## config.mk

```make
export PLATFORM = sky130hd
export DESIGN_NAME = rr_priority_cpu_scheduler_unit
export DESIGN_NICKNAME = d
export VERILOG_FILES = /design/src/sv/rps_pkg.sv /design/src/sv/rps_cell.sv /design/src/sv/rps_chain.sv /design/src/sv/rr_priority_cpu_scheduler_unit.sv
export SDC_FILE = /design/constraint.sdc
export NUM_CORES = 1
export LEC_CHECK = 0
export BUFFER_PORTS_ARGS = -buffer_cell sky130_fd_sc_hd__buf_2
export CORE_MARGIN = 2
export CORE_UTILIZATION = 55
export DETAILED_ROUTE_END_ITERATION = 12
export MAX_ROUTING_LAYER = met4
export PLACE_DENSITY = 0.81
export SYNTH_ARGS = -nofsm -noshare
export SYNTH_HDL_FRONTEND = slang
export SYNTH_SLANG_ARGS = --single-unit
```

## constraint.sdc

```tcl
create_clock -name clock -period 7.6 [get_ports clock]
set_input_delay 1.14 -clock clock [delete_from_list [all_inputs] [get_ports clock]]
set_output_delay 1.14 -clock clock [all_outputs]
set_load 0.03 [all_outputs]
```

## src/sv/rps_pkg.sv

```systemverilog
// rps_pkg: shared types and codes for the round-robin / priority scheduler
// used by rps_cell, rps_chain and rr_priority_cpu_scheduler_unit; no dependencies
`timescale 1ns / 1ps
`default_nettype none

package rps_pkg;

   // item kinds on req_type
   localparam logic REQ_ADMIT = 1'b0;
   localparam logic REQ_TICK  = 1'b1;

   // scheduling modes in the csr
   localparam logic MODE_RR   = 1'b0;
   localparam logic MODE_PRIO = 1'b1;

   typedef struct packed {
      logic [7:0] id;
      logic [1:0] prio;
      logic [7:0] rest;
   } job_type;

   // per-cycle command broadcast to every queue cell
   typedef struct packed {
      logic    admit;
      logic    pop;
      logic    tail_we;
      logic    prio_mode;
      job_type new_job;
      job_type run_job;
   } cell_ctl_type;

   typedef enum logic {
      ST_IDLE,
      ST_RESP
   } state_type;

endpackage

`default_nettype wire

```

## src/sv/rps_cell.sv

```systemverilog
// rps_cell: one ready-queue slot, shifts with its neighbors on insert and pop
// depends on rps_pkg
`timescale 1ns / 1ps
`default_nettype none

module rps_cell
   import rps_pkg::*;
(
   input  wire logic         clock,
   input  wire cell_ctl_type ctl,
   input  wire logic         past_len,
   input  wire logic         at_tail,
   input  wire logic         hit_in,
   input  wire job_type      left,
   input  wire job_type      right,
   output job_type           entry,
   output logic              hit_out
);

   job_type entry_ff;
   job_type entry_in;
   logic    hit;

   always_comb begin
      hit      = ctl.prio_mode ? (past_len || (entry_ff.prio > ctl.new_job.prio)) : past_len;
      hit_out  = hit_in || hit;
      entry_in = entry_ff;
      if (ctl.admit) begin
         if (hit_in) begin
            entry_in = left;
         end else if (hit) begin
            entry_in = ctl.new_job;
         end
      end else if (ctl.tail_we && at_tail) begin
         entry_in = ctl.run_job;
      end else if (ctl.pop) begin
         entry_in = right;
      end
   end

   always_ff @(posedge clock) begin
      entry_ff <= entry_in;
   end

   assign entry = entry_ff;

endmodule

`default_nettype wire

```

## src/sv/rps_chain.sv

```systemverilog
// rps_chain: row of rps_cell slots forming the ordered ready queue
// depends on rps_pkg and rps_cell
`timescale 1ns / 1ps
`default_nettype none

module rps_chain
   import rps_pkg::*;
#(
   parameter int QUEUE_DEPTH = 8
) (
   input  wire logic                               clock,
   input  wire cell_ctl_type                       ctl,
   input  wire logic [$clog2(QUEUE_DEPTH+1)-1:0]   len,
   input  wire logic [$clog2(QUEUE_DEPTH+1)-1:0]   tail_idx,
   output job_type                                 head
);

   localparam int LEN_W = $clog2(QUEUE_DEPTH + 1);

   job_type entries [QUEUE_DEPTH];
   logic    hits    [QUEUE_DEPTH+1];

   assign hits[0] = 1'b0;

   for (genvar k = 0; k < QUEUE_DEPTH; k++) begin : g_cell
      job_type left_w;
      job_type right_w;

      if (k == 0) begin : g_first
         assign left_w = ctl.new_job;
      end else begin : g_mid_l
         assign left_w = entries[k-1];
      end

      if (k == QUEUE_DEPTH - 1) begin : g_last
         assign right_w = entries[k];
      end else begin : g_mid_r
         assign right_w = entries[k+1];
      end

      rps_cell u_cell (
         .clock    (clock),
         .ctl      (ctl),
         .past_len (LEN_W'(k) >= len),
         .at_tail  (LEN_W'(k) == tail_idx),
         .hit_in   (hits[k]),
         .left     (left_w),
         .right    (right_w),
         .entry    (entries[k]),
         .hit_out  (hits[k+1])
      );
   end

   assign head = entries[0];

endmodule

`default_nettype wire

```

## src/sv/rr_priority_cpu_scheduler_unit.sv

```systemverilog
// rr_priority_cpu_scheduler_unit: top level, running slot, queue length and handshake
// depends on rps_pkg and rps_chain
//
// channel  ports                                               direction  transfer when
// req      start busy req_type req_job_id req_job_priority     in         start & !busy
//          req_burst_len
// rsp      rsp_valid rsp_run_id rsp_run_valid rsp_job_done     out        rsp_valid
//          rsp_admit_rejected rsp_ready_count
// csr      csr_wr_en csr_wr_data                               in         csr_wr_en
//
// for each item, the queue cells update at the accepting edge;
// the result strobes in the next cycle while busy is high
// reset clears queue length, running slot, mode and handshake state;
// queue slots are never cleared and are only read below the length
// the receiver cannot stall, so busy lasts exactly one cycle per item
`timescale 1ns / 1ps
`default_nettype none

module rr_priority_cpu_scheduler_unit
   import rps_pkg::*;
#(
   parameter int QUEUE_DEPTH = 8
) (
   input  wire logic       clock,
   input  wire logic       reset,
   input  wire logic       start,
   output logic            busy,
   input  wire logic       req_type,
   input  wire logic [7:0] req_job_id,
   input  wire logic [1:0] req_job_priority,
   input  wire logic [7:0] req_burst_len,
   output logic            rsp_valid,
   output logic [7:0]      rsp_run_id,
   output logic            rsp_run_valid,
   output logic            rsp_job_done,
   output logic            rsp_admit_rejected,
   output logic [3:0]      rsp_ready_count,
   input  wire logic       csr_wr_en,
   input  wire logic       csr_wr_data
);

   localparam int LEN_W = $clog2(QUEUE_DEPTH + 1);

   state_type    state_ff, state_in;
   logic         mode_ff, mode_in;
   logic [LEN_W-1:0] len_ff, len_in;
   job_type      run_ff, run_in;
   logic         run_valid_ff, run_valid_in;

   logic [7:0]   rid_ff, rid_in;
   logic         rvalid_ff, rvalid_in;
   logic         done_ff, done_in;
   logic         rej_ff, rej_in;
   logic [LEN_W-1:0] cnt_ff;

   logic         accept;
   logic         full;
   logic         dispatch;
   logic         active;
   logic         finish;
   logic         requeue;
   logic [LEN_W-1:0] len_pop;
   job_type      head;
   job_type      cur;
   job_type      run_next;
   cell_ctl_type ctl;
   logic [LEN_W+3:0] cnt_ext;

   // handshake state machine
   always_ff @(posedge clock) begin
      if (reset) begin
         state_ff <= ST_IDLE;
      end else begin
         state_ff <= state_in;
      end
   end

   always_comb begin
      state_in  = state_ff;
      busy      = 1'b0;
      rsp_valid = 1'b0;
      unique case (state_ff)
         ST_IDLE: begin
            if (start) begin
               state_in = ST_RESP;
            end
         end
         ST_RESP: begin
            busy      = 1'b1;
            rsp_valid = 1'b1;
            state_in  = ST_IDLE;
         end
         default: begin
            state_in = ST_IDLE;
         end
      endcase
   end

   assign accept = start && !busy;

   // scheduling decisions
   always_comb begin
      full     = (len_ff == LEN_W'(QUEUE_DEPTH));
      dispatch = !run_valid_ff && (len_ff != '0);
      active   = run_valid_ff || dispatch;
      cur      = dispatch ? head : run_ff;
      len_pop  = len_ff - LEN_W'(dispatch);
      finish   = active && (cur.rest <= 8'd1);
      requeue  = active && !finish && (mode_ff == MODE_RR)
                 && (len_pop != LEN_W'(QUEUE_DEPTH));
      run_next.id   = cur.id;
      run_next.prio = cur.prio;
      run_next.rest = finish ? 8'd0 : (cur.rest - 8'd1);

      ctl.admit     = accept && (req_type == REQ_ADMIT) && !full;
      ctl.pop       = accept && (req_type == REQ_TICK) && dispatch;
      ctl.tail_we   = accept && (req_type == REQ_TICK) && requeue;
      ctl.prio_mode = (mode_ff == MODE_PRIO);
      ctl.new_job.id   = req_job_id;
      ctl.new_job.prio = req_job_priority;
      ctl.new_job.rest = req_burst_len;
      ctl.run_job   = run_next;

      mode_in      = csr_wr_en ? csr_wr_data : mode_ff;
      len_in       = len_ff;
      run_in       = run_ff;
      run_valid_in = run_valid_ff;
      rid_in       = rid_ff;
      rvalid_in    = rvalid_ff;
      done_in      = done_ff;
      rej_in       = rej_ff;

      if (accept) begin
         if (req_type == REQ_ADMIT) begin
            rid_in    = 8'd0;
            rvalid_in = 1'b0;
            done_in   = 1'b0;
            rej_in    = full;
            if (!full) begin
               len_in = len_ff + LEN_W'(1);
            end
         end else begin
            rid_in    = active ? cur.id : 8'd0;
            rvalid_in = active;
            done_in   = finish;
            rej_in    = 1'b0;
            if (active) begin
               run_in       = run_next;
               run_valid_in = !finish && !requeue;
               len_in       = len_pop + LEN_W'(requeue);
            end
         end
      end
   end

   always_ff @(posedge clock) begin
      if (reset) begin
         mode_ff      <= MODE_RR;
         len_ff       <= '0;
         run_ff       <= '0;
         run_valid_ff <= 1'b0;
      end else begin
         mode_ff      <= mode_in;
         len_ff       <= len_in;
         run_ff       <= run_in;
         run_valid_ff <= run_valid_in;
      end
   end

   // result registers
   always_ff @(posedge clock) begin
      rid_ff    <= rid_in;
      rvalid_ff <= rvalid_in;
      done_ff   <= done_in;
      rej_ff    <= rej_in;
      if (accept) begin
         cnt_ff <= len_in;
      end
   end

   rps_chain #(
      .QUEUE_DEPTH (QUEUE_DEPTH)
   ) u_chain (
      .clock    (clock),
      .ctl      (ctl),
      .len      (len_ff),
      .tail_idx (len_pop),
      .head     (head)
   );

   assign cnt_ext            = {4'd0, cnt_ff};
   assign rsp_run_id         = rid_ff;
   assign rsp_run_valid      = rvalid_ff;
   assign rsp_job_done       = done_ff;
   assign rsp_admit_rejected = rej_ff;
   assign rsp_ready_count    = cnt_ext[3:0];

endmodule

`default_nettype wire
```

==> impl_metrics.py, run 1 <==
metrics = {
    "timing": {
        "post-route-period-util_pct": 74.83,
        "whs_ns": 0.4967,
        "tightest_slew_ns": 1.182,
        "setup_tns_ns": 0,
        "slew_headroom_pct": 20.86,
        "hold_viol": 0,
        "rsz0062_at_grt": "no",
        "fin_crit_ns": 5.687,
        "slew_viol_final": 0,
        "timing.fmax_ghz": 0.1758,
        "setup_viol": 0,
        "skew_ns": 0.01124,
    },
    "die": {
        "core_area_um2": 20820,
        "start_util_pct": 55.59,
        "die-width_um": 149.1,
        "io_pins": 41,
        "placementRows": 53,
        "die_area_um2": 22220,
        "die_h_um": 149.1,
    },
    "detailed_routing": {
        "via_per_inst": 6.412,
        "ant_nets": 0,
        "drc": 0,
        "vias": 8957,
        "routed_wl_um": 29010,
        "first_pass_iters": 7,
        "wl_per_cell_um": 20.77,
        "drt_iter0_drc": 1060,
    },
    "cts": {
        "post_cts_resized": 0,
        "cts.sinks": 184,
        "clockBufferDepth": 2,
        "htreeDepth": 4,
        "cts_root_buf": "clkbuf_16",
        "hold_buffers": 0,
        "clk_pin_slew_ns": 0.07,
        "insertion_delay_ns": 0.45,
        "postCtsSetupRepairBufs": 0,
        "cts_tree": "yes",
        "numCtsBuffers": 17,
    },
    "setup_path": {
        "crit_path_top_delay_cell": "a22oi_2",
        "crit_chain": "inv_1 -> ha_1 -> or4b_1 -> nand2b_1 -> inv_1 -> mux2_2 -> inv_1 -> ha_1 -> or2_2 -> o2111ai_1 -> o211ai_2 -> or4_1 -> a22oi_2",
        "r2r_setup_slack_ns": 1.91,
        "slowest_delay_ns": 0.86,
        "crit_arrival_ns": 5.75,
        "r2r_cells": 13,
        "reg2reg_to": "u_chain.g_cell[4].u_cell.entry[17]$_DFFE_PP_",
        "crit_path_start_kind": "flop",
        "critPathRequiredTime_ns": 7.66,
        "critPathCaptureType": "flop",
        "crit_fanout": 18,
        "cpMostUsedCell": "inv_1",
        "criticalPathCategory": "reg -> reg",
        "rr_startpoint": "len_ff[1]$_SDFF_PP0_",
    },
    "place": {
        "place_inst": 1365,
        "portBuffers": 40,
        "routabilityCongestion": 0.9694,
        "dpl.hpwl_um": 20180,
    },
    "power": {
        "power_density_nw_per_um2": 241.8,
        "p_clk_share_pct": 29.4,
        "p_sw_share_pct": 34.52,
        "leakagePower_nw": 4.358,
        "seqPwrFrac_pct": 43.4,
        "pwr-share-comb_pct": 27.1,
        "switchingPower_mw": 1.042,
        "peakVddDrop_v": 0.0001771,
        "power.total_mw": 3.018,
        "intPower_mw": 1.976,
    },
    "worst_hold_path": {
        "hold_depth": 2,
        "hold_path_class": "reg -> reg",
        "hold_path_end": "run_ff[8]$_SDFFE_PP0P_",
        "hp-start": "run_ff[8]$_SDFFE_PP0P_",
    },
    "synth": {
        "synth_largest_area_cell": "edfxtp_1",
        "synthArstFlopShare_pct": 0,
        "synth_most_common_cell": "mux2i_1",
        "ys_types": 60,
        "syn_area_per_cell_um2": 10.34,
        "ys_top_cells_by_area": "edfxtp_1 (41%), mux2i_1 (18%), nand2_1 (4.7%)",
        "syn-instance-count": 1120,
        "synth-edff-count": 159,
        "synthTopCellsByCount": "mux2i_1 (208), edfxtp_1 (159), nand2_1 (145), o21ai_0 (71), nor2_1 (70)",
        "synth.net_count": 1168,
        "syn_area_um2": 11580,
        "synth_top_cell_area_share_pct": 41.25,
        "yosysWarnings": 0,
        "ys.flop_type": "edfxtp_1",
        "seq_area_frac_synth_pct": 45.57,
        "synth_seq_cells": 184,
    },
    "cells_and_area": {
        "fin_util_pct": 59.96,
        "antennaDiodeCount": 0,
        "fin_cells": 1397,
        "synthToLayoutAreaGrowth_pct": 7.847,
        "nets": 1157,
        "drive_gt1_share_pct": 14.26,
    },
    "global_routing": {
        "first_global_vias": 8423,
        "grt-ovfl-total": 0,
        "antenna_found_initial": 0,
        "grt_pass1_wl_um": 45800,
        "grt_use_total_pct": 27.08,
        "grt_max_degree": 111,
    },
    "run_status": {
        "status": "finished clean",
    },
    "run": {
        "cap_viol_max_count": 0,
    },
}
-- area by class of cell --
cell class / count / area, µm²
fillers: 1695 / 8338
multi-input cells: 824 / 5854
flip-flops and latches: 184 / 5275
clock buffers: 17 / 425.4
well taps: 275 / 344.1
repair buffers: 58 / 335.3
clock inverters: 15 / 160.2
inverters: 24 / 90.09
-- how the worst max path moves through the flow --
stage                     cells after the start                 start                                           end
final                                        13  len_ff[1]$_SDFF_PP0_  u_chain.g_cell[4].u_cell.entry[17]$_DFFE_PP_
after global placement                       13  len_ff[1]$_SDFF_PP0_  u_chain.g_cell[4].u_cell.entry[11]$_DFFE_PP_
after floorplan                              18  len_ff[1]$_SDFF_PP0_   u_chain.g_cell[3].u_cell.entry[0]$_DFFE_PP_
after CTS                                    13  len_ff[1]$_SDFF_PP0_  u_chain.g_cell[2].u_cell.entry[11]$_DFFE_PP_
after global routing                         13  len_ff[1]$_SDFF_PP0_  u_chain.g_cell[4].u_cell.entry[17]$_DFFE_PP_
after detailed placement                     13  len_ff[1]$_SDFF_PP0_  u_chain.g_cell[2].u_cell.entry[11]$_DFFE_PP_
-- state kept, by name, summed over array words and instances (netlist names), 4 cells and up --
signal,count
rsp_ready_count,4
len_ff,4
rsp_run_id,8
run_ff,18
u_chain.g_cell.u_cell.entry,144
-- logic make-up (layout without fill, tap and decap cells) --
kind of cell / count (synthesis) / after routing / synth area share, %
buffers and inverters: 112 / 114 / 4.788
multiplexers: 246 / 246 / 21.68
XOR/XNOR: 10 / 10 / 0.7566
AND/OR/NAND/NOR: 320 / 320 / 12.81
AO/OA/AOI/OAI: 224 / 224 / 11.80
adder cells (fa/ha/maj): 24 / 24 / 2.594
flip-flops: 184 / 184 / 45.57
-- power by group through the flow --
stage / sequential (mW) / clock [mW] / combinational [mW]
finish: 1.31 / 0.888 / 0.819
global route: 1.32 / 0.929 / 0.886
CTS: 1.31 / 0.889 / 0.800
detailed placement: 1.33 / 0 / 0.791
global placement: 1.32 / 0 / 0.769
floorplan: 1.32 / 0 / 0.573
-- through the flow --
step	setup WS (ns)	instance area, µm²
after detailed placement	2.015	11900
after CTS	1.987	12480
after global placement	2.153	11900
after global routing	1.615	12480
final	1.913	12480
after floorplan	2.295	11580
-- metal layers --
layer / up-vias / part of all wire (%) / global-route usage (%)
li1: 4129 / - / -
met1: 4278 / 45 / 38.20
met2: 485 / 45 / 40.53
met3: 65 / 8.4 / 4.128
met4: 0 / 2.3 / 8.476
met5: - / 0 / -
-- critical path: cells and delay by family, from the launching register on --
| kind | cells | cell delay, ns |
|---|---|---|
| simple gates | 4 | 1.95 |
| compound gates | 3 | 1.57 |
| fa+ha+maj | 2 | 0.58 |
| buf+inv | 3 | 0.45 |
| flops | 1 | 0.40 |
| mux | 1 | 0.35 |
-- cell usage in the layout, fill, tap and decap left out, types with 6 or more instances in the layout --
| master | Yosys | layout |
|---|---|---|
| mux2i_1 | 208 | 208 |
| edfxtp_1 | 159 | 159 |
| nand2_1 | 145 | 145 |
| o21ai_0 | 71 | 71 |
| nor2_1 | 70 | 68 |
| a21oi_1 | 55 | 53 |
| buf_2 | 9 | 40 |
| mux2_2 | 38 | 38 |
| nor3_1 | 30 | 28 |
| a22oi_1 | 29 | 25 |
| dfxtp_1 | 25 | 25 |
| ha_1 | 24 | 24 |
| inv_1 | 22 | 22 |
| buf_4 | 4 | 18 |
| clkbuf_16 | 0 | 17 |
| o22ai_1 | 16 | 15 |
| nand3_1 | 13 | 13 |
| o21ai_1 | 10 | 10 |
| nor2b_1 | 11 | 10 |
| or4_1 | 9 | 9 |
| o211ai_1 | 8 | 8 |
| and2_1 | 8 | 8 |
| a31oi_1 | 7 | 7 |
| inv_6 | 0 | 7 |
| nor4_1 | 10 | 6 |
| xnor2_1 | 6 | 6 |
Note: power is estimated with default switching activity, not from simulation.
==> inputs of run 2 (changes only) <==
--- a/config.mk
+++ b/config.mk
@@ -10,7 +10,7 @@
 export CORE_UTILIZATION = 55
 export DETAILED_ROUTE_END_ITERATION = 12
 export MAX_ROUTING_LAYER = met4
-export PLACE_DENSITY = 0.81
+export PLACE_DENSITY = 0.84
 export SYNTH_ARGS = -nofsm -noshare
 export SYNTH_HDL_FRONTEND = slang
 export SYNTH_SLANG_ARGS = --single-unit
==> constraint.sdc (replaced) <==
create_clock -name clock -period 4.74 [get_ports clock]
set_input_delay 0.711 -clock clock [delete_from_list [all_inputs] [get_ports clock]]
set_output_delay 0.711 -clock clock [all_outputs]
set_load 0.03 [all_outputs]
==> run 2 against run 1 <==
  * Non-clock buffer count increased by 22
  * Count of clock-buffer cells in the layout unchanged
  * Clock skew increased by 0.0037 ns
  * Global-route usage increased by 1.5 points
  * Fmax increased by 27%
  * Largest cell class unchanged
  * Highest routed layer unchanged
==> impl_metrics.py, run 2 (same netlist as run 1, synthesis figures left out) <==
metrics = {
    "cells_and_area": {
        "fin_util_pct": 60.74,
        "fin_cells": 1419,
        "antennaDiodeCount": 0,
        "largest_register_ffs": 144,
        "synthToLayoutAreaGrowth_pct": 9.252,
        "layout_common_cells": "mux2i_1 (208), edfxtp_1 (159), nand2_1 (145), o21ai_0 (71), nor2_1 (68)",
        "drive_gt1_share_pct": 16.00,
        "layout_commonest_cell": "mux2i_1",
        "final_cell_area_um2": 12650,
        "nets": 1179,
    },
    "timing": {
        "slew_viol_final": 0,
        "whs_ns": 0.4997,
        "post-route-period-util_pct": 94.79,
        "setup_viol": 0,
        "slew_headroom_pct": 22.75,
        "setup_tns_ns": 0,
        "setup_slack_ns": 0.2468,
        "rsz0062_at_grt": "no",
        "hold_viol": 0,
        "tightest_slew_ns": 1.159,
        "timing.fmax_ghz": 0.2226,
        "fin_crit_ns": 4.493,
        "skew_ns": 0.01495,
    },
    "cts": {
        "htreeDepth": 4,
        "cts_root_buf": "clkbuf_16",
        "post_cts_resized": 0,
        "clk_pin_slew_ns": 0.07,
        "postCtsSetupRepairBufs": 0,
        "cts.sinks": 184,
        "insertion_delay_ns": 0.46,
        "clockBufferDepth": 2,
        "numCtsBuffers": 17,
        "hold_buffers": 0,
        "cts_tree": "yes",
    },
    "setup_path": {
        "r2r_cells": 15,
        "rr_startpoint": "len_ff[0]$_SDFF_PP0_",
        "crit_fanout": 12,
        "reg2reg_to": "u_chain.g_cell[2].u_cell.entry[16]$_DFFE_PP_",
        "crit_arrival_ns": 4.64,
        "critPathRequiredTime_ns": 4.89,
        "criticalPathCategory": "reg -> reg",
        "r2r_setup_slack_ns": 0.25,
        "critPathCaptureType": "flop",
        "crit_path_start_kind": "flop",
    },
    "global_routing": {
        "first_global_vias": 8932,
        "grt_use_total_pct": 28.53,
        "antenna_found_initial": 0,
        "grt_max_degree": 74,
        "grt_pass1_wl_um": 48250,
        "grt-ovfl-total": 0,
    },
    "run_status": {
        "status": "finished clean",
    },
    "place": {
        "dpl.hpwl_um": 20940,
        "place_inst": 1387,
        "place_ws_ns": 0.3087,
        "placed_area_um2": 12090,
        "portBuffers": 40,
        "routabilityCongestion": 0.9326,
    },
    "worst_hold_path": {
        "hold_path_class": "in -> reg",
        "hold_depth": 3,
        "hold_path_end": "mode_ff$_SDFFE_PP0P_",
        "hp-start": "csr_wr_data",
    },
    "detailed_routing": {
        "drt_iter0_drc": 1048,
        "drc": 0,
        "first_pass_iters": 5,
        "ant_nets": 0,
        "wl_per_cell_um": 21.16,
        "routed_wl_um": 30020,
        "via_per_inst": 6.397,
        "vias": 9077,
    },
    "power": {
        "leakagePower_nw": 4.463,
        "power.total_mw": 4.852,
        "peakVddDrop_v": 0.0002813,
        "power_density_nw_per_um2": 383.7,
    },
    "die": {
        "placementRows": 53,
        "core_area_um2": 20820,
        "io_pins": 41,
        "die_h_um": 149.1,
        "die-width_um": 149.1,
        "die_area_um2": 22220,
        "start_util_pct": 55.59,
    },
    "run": {
        "cap_viol_max_count": 0,
    },
}
## run 2: how the worst max path moves through the flow
stage,startpoint,endpoint,depth (start not counted)
3_3_place_gp,len_ff[0]$_SDFF_PP0_,u_chain.g_cell[2].u_cell.entry[10]$_DFFE_PP_,14
2_1_floorplan,len_ff[1]$_SDFF_PP0_,u_chain.g_cell[3].u_cell.entry[0]$_DFFE_PP_,18
6_report,len_ff[0]$_SDFF_PP0_,u_chain.g_cell[2].u_cell.entry[16]$_DFFE_PP_,15
5_1_grt,len_ff[0]$_SDFF_PP0_,u_chain.g_cell[2].u_cell.entry[15]$_DFFE_PP_,15
3_5_place_dp,len_ff[0]$_SDFF_PP0_,u_chain.g_cell[2].u_cell.entry[10]$_DFFE_PP_,14
4_1_cts,len_ff[0]$_SDFF_PP0_,u_chain.g_cell[2].u_cell.entry[16]$_DFFE_PP_,14
## run 2: worst max-delay path, cell delays in order, from the launching register on
cell and delay (ns):
dfxtp_1 0.36, inv_1 0.15, ha_2 0.28, or4b_1 0.48, nand2b_1 0.11, inv_1 0.09
mux2_2 0.27, inv_1 0.05, ha_1 0.17, buf_4 0.16, nor2_1 0.13, or4_1 0.26
o211ai_2 0.25, or4_1 0.73, a21oi_2 0.40, buf_4 0.29
## run 2: power breakdown
part / total (mW) / leakage (nW) / switching, mW / internal, mW
Clock: 1.39 / 0.271 / 0.692 / 0.693
Sequential: 2.10 / 1.71 / 0.101 / 1.99
Combinational: 1.37 / 2.48 / 0.906 / 0.465
## run 2: per-layer routing
metal	global-route usage (%)	vias up	wire, µm
met5	-	-	0
met4	9.952	0	601
met3	4.862	64	2718
met2	43.99	504	13860
met1	38.36	4340	12850
li1	-	4169	-
## run 2: layout make-up
| type | count | area, µm² |
|---|---|---|
| timing repair buffer | 80 | 513.0 |
| sequential | 184 | 5275 |
| tap | 275 | 344.1 |
| inverter | 24 | 90.09 |
| clock inverter | 15 | 136.4 |
| multi-input combinational | 824 | 5863 |
| fill | 1663 | 8175 |
| clock buffer | 17 | 425.4 |
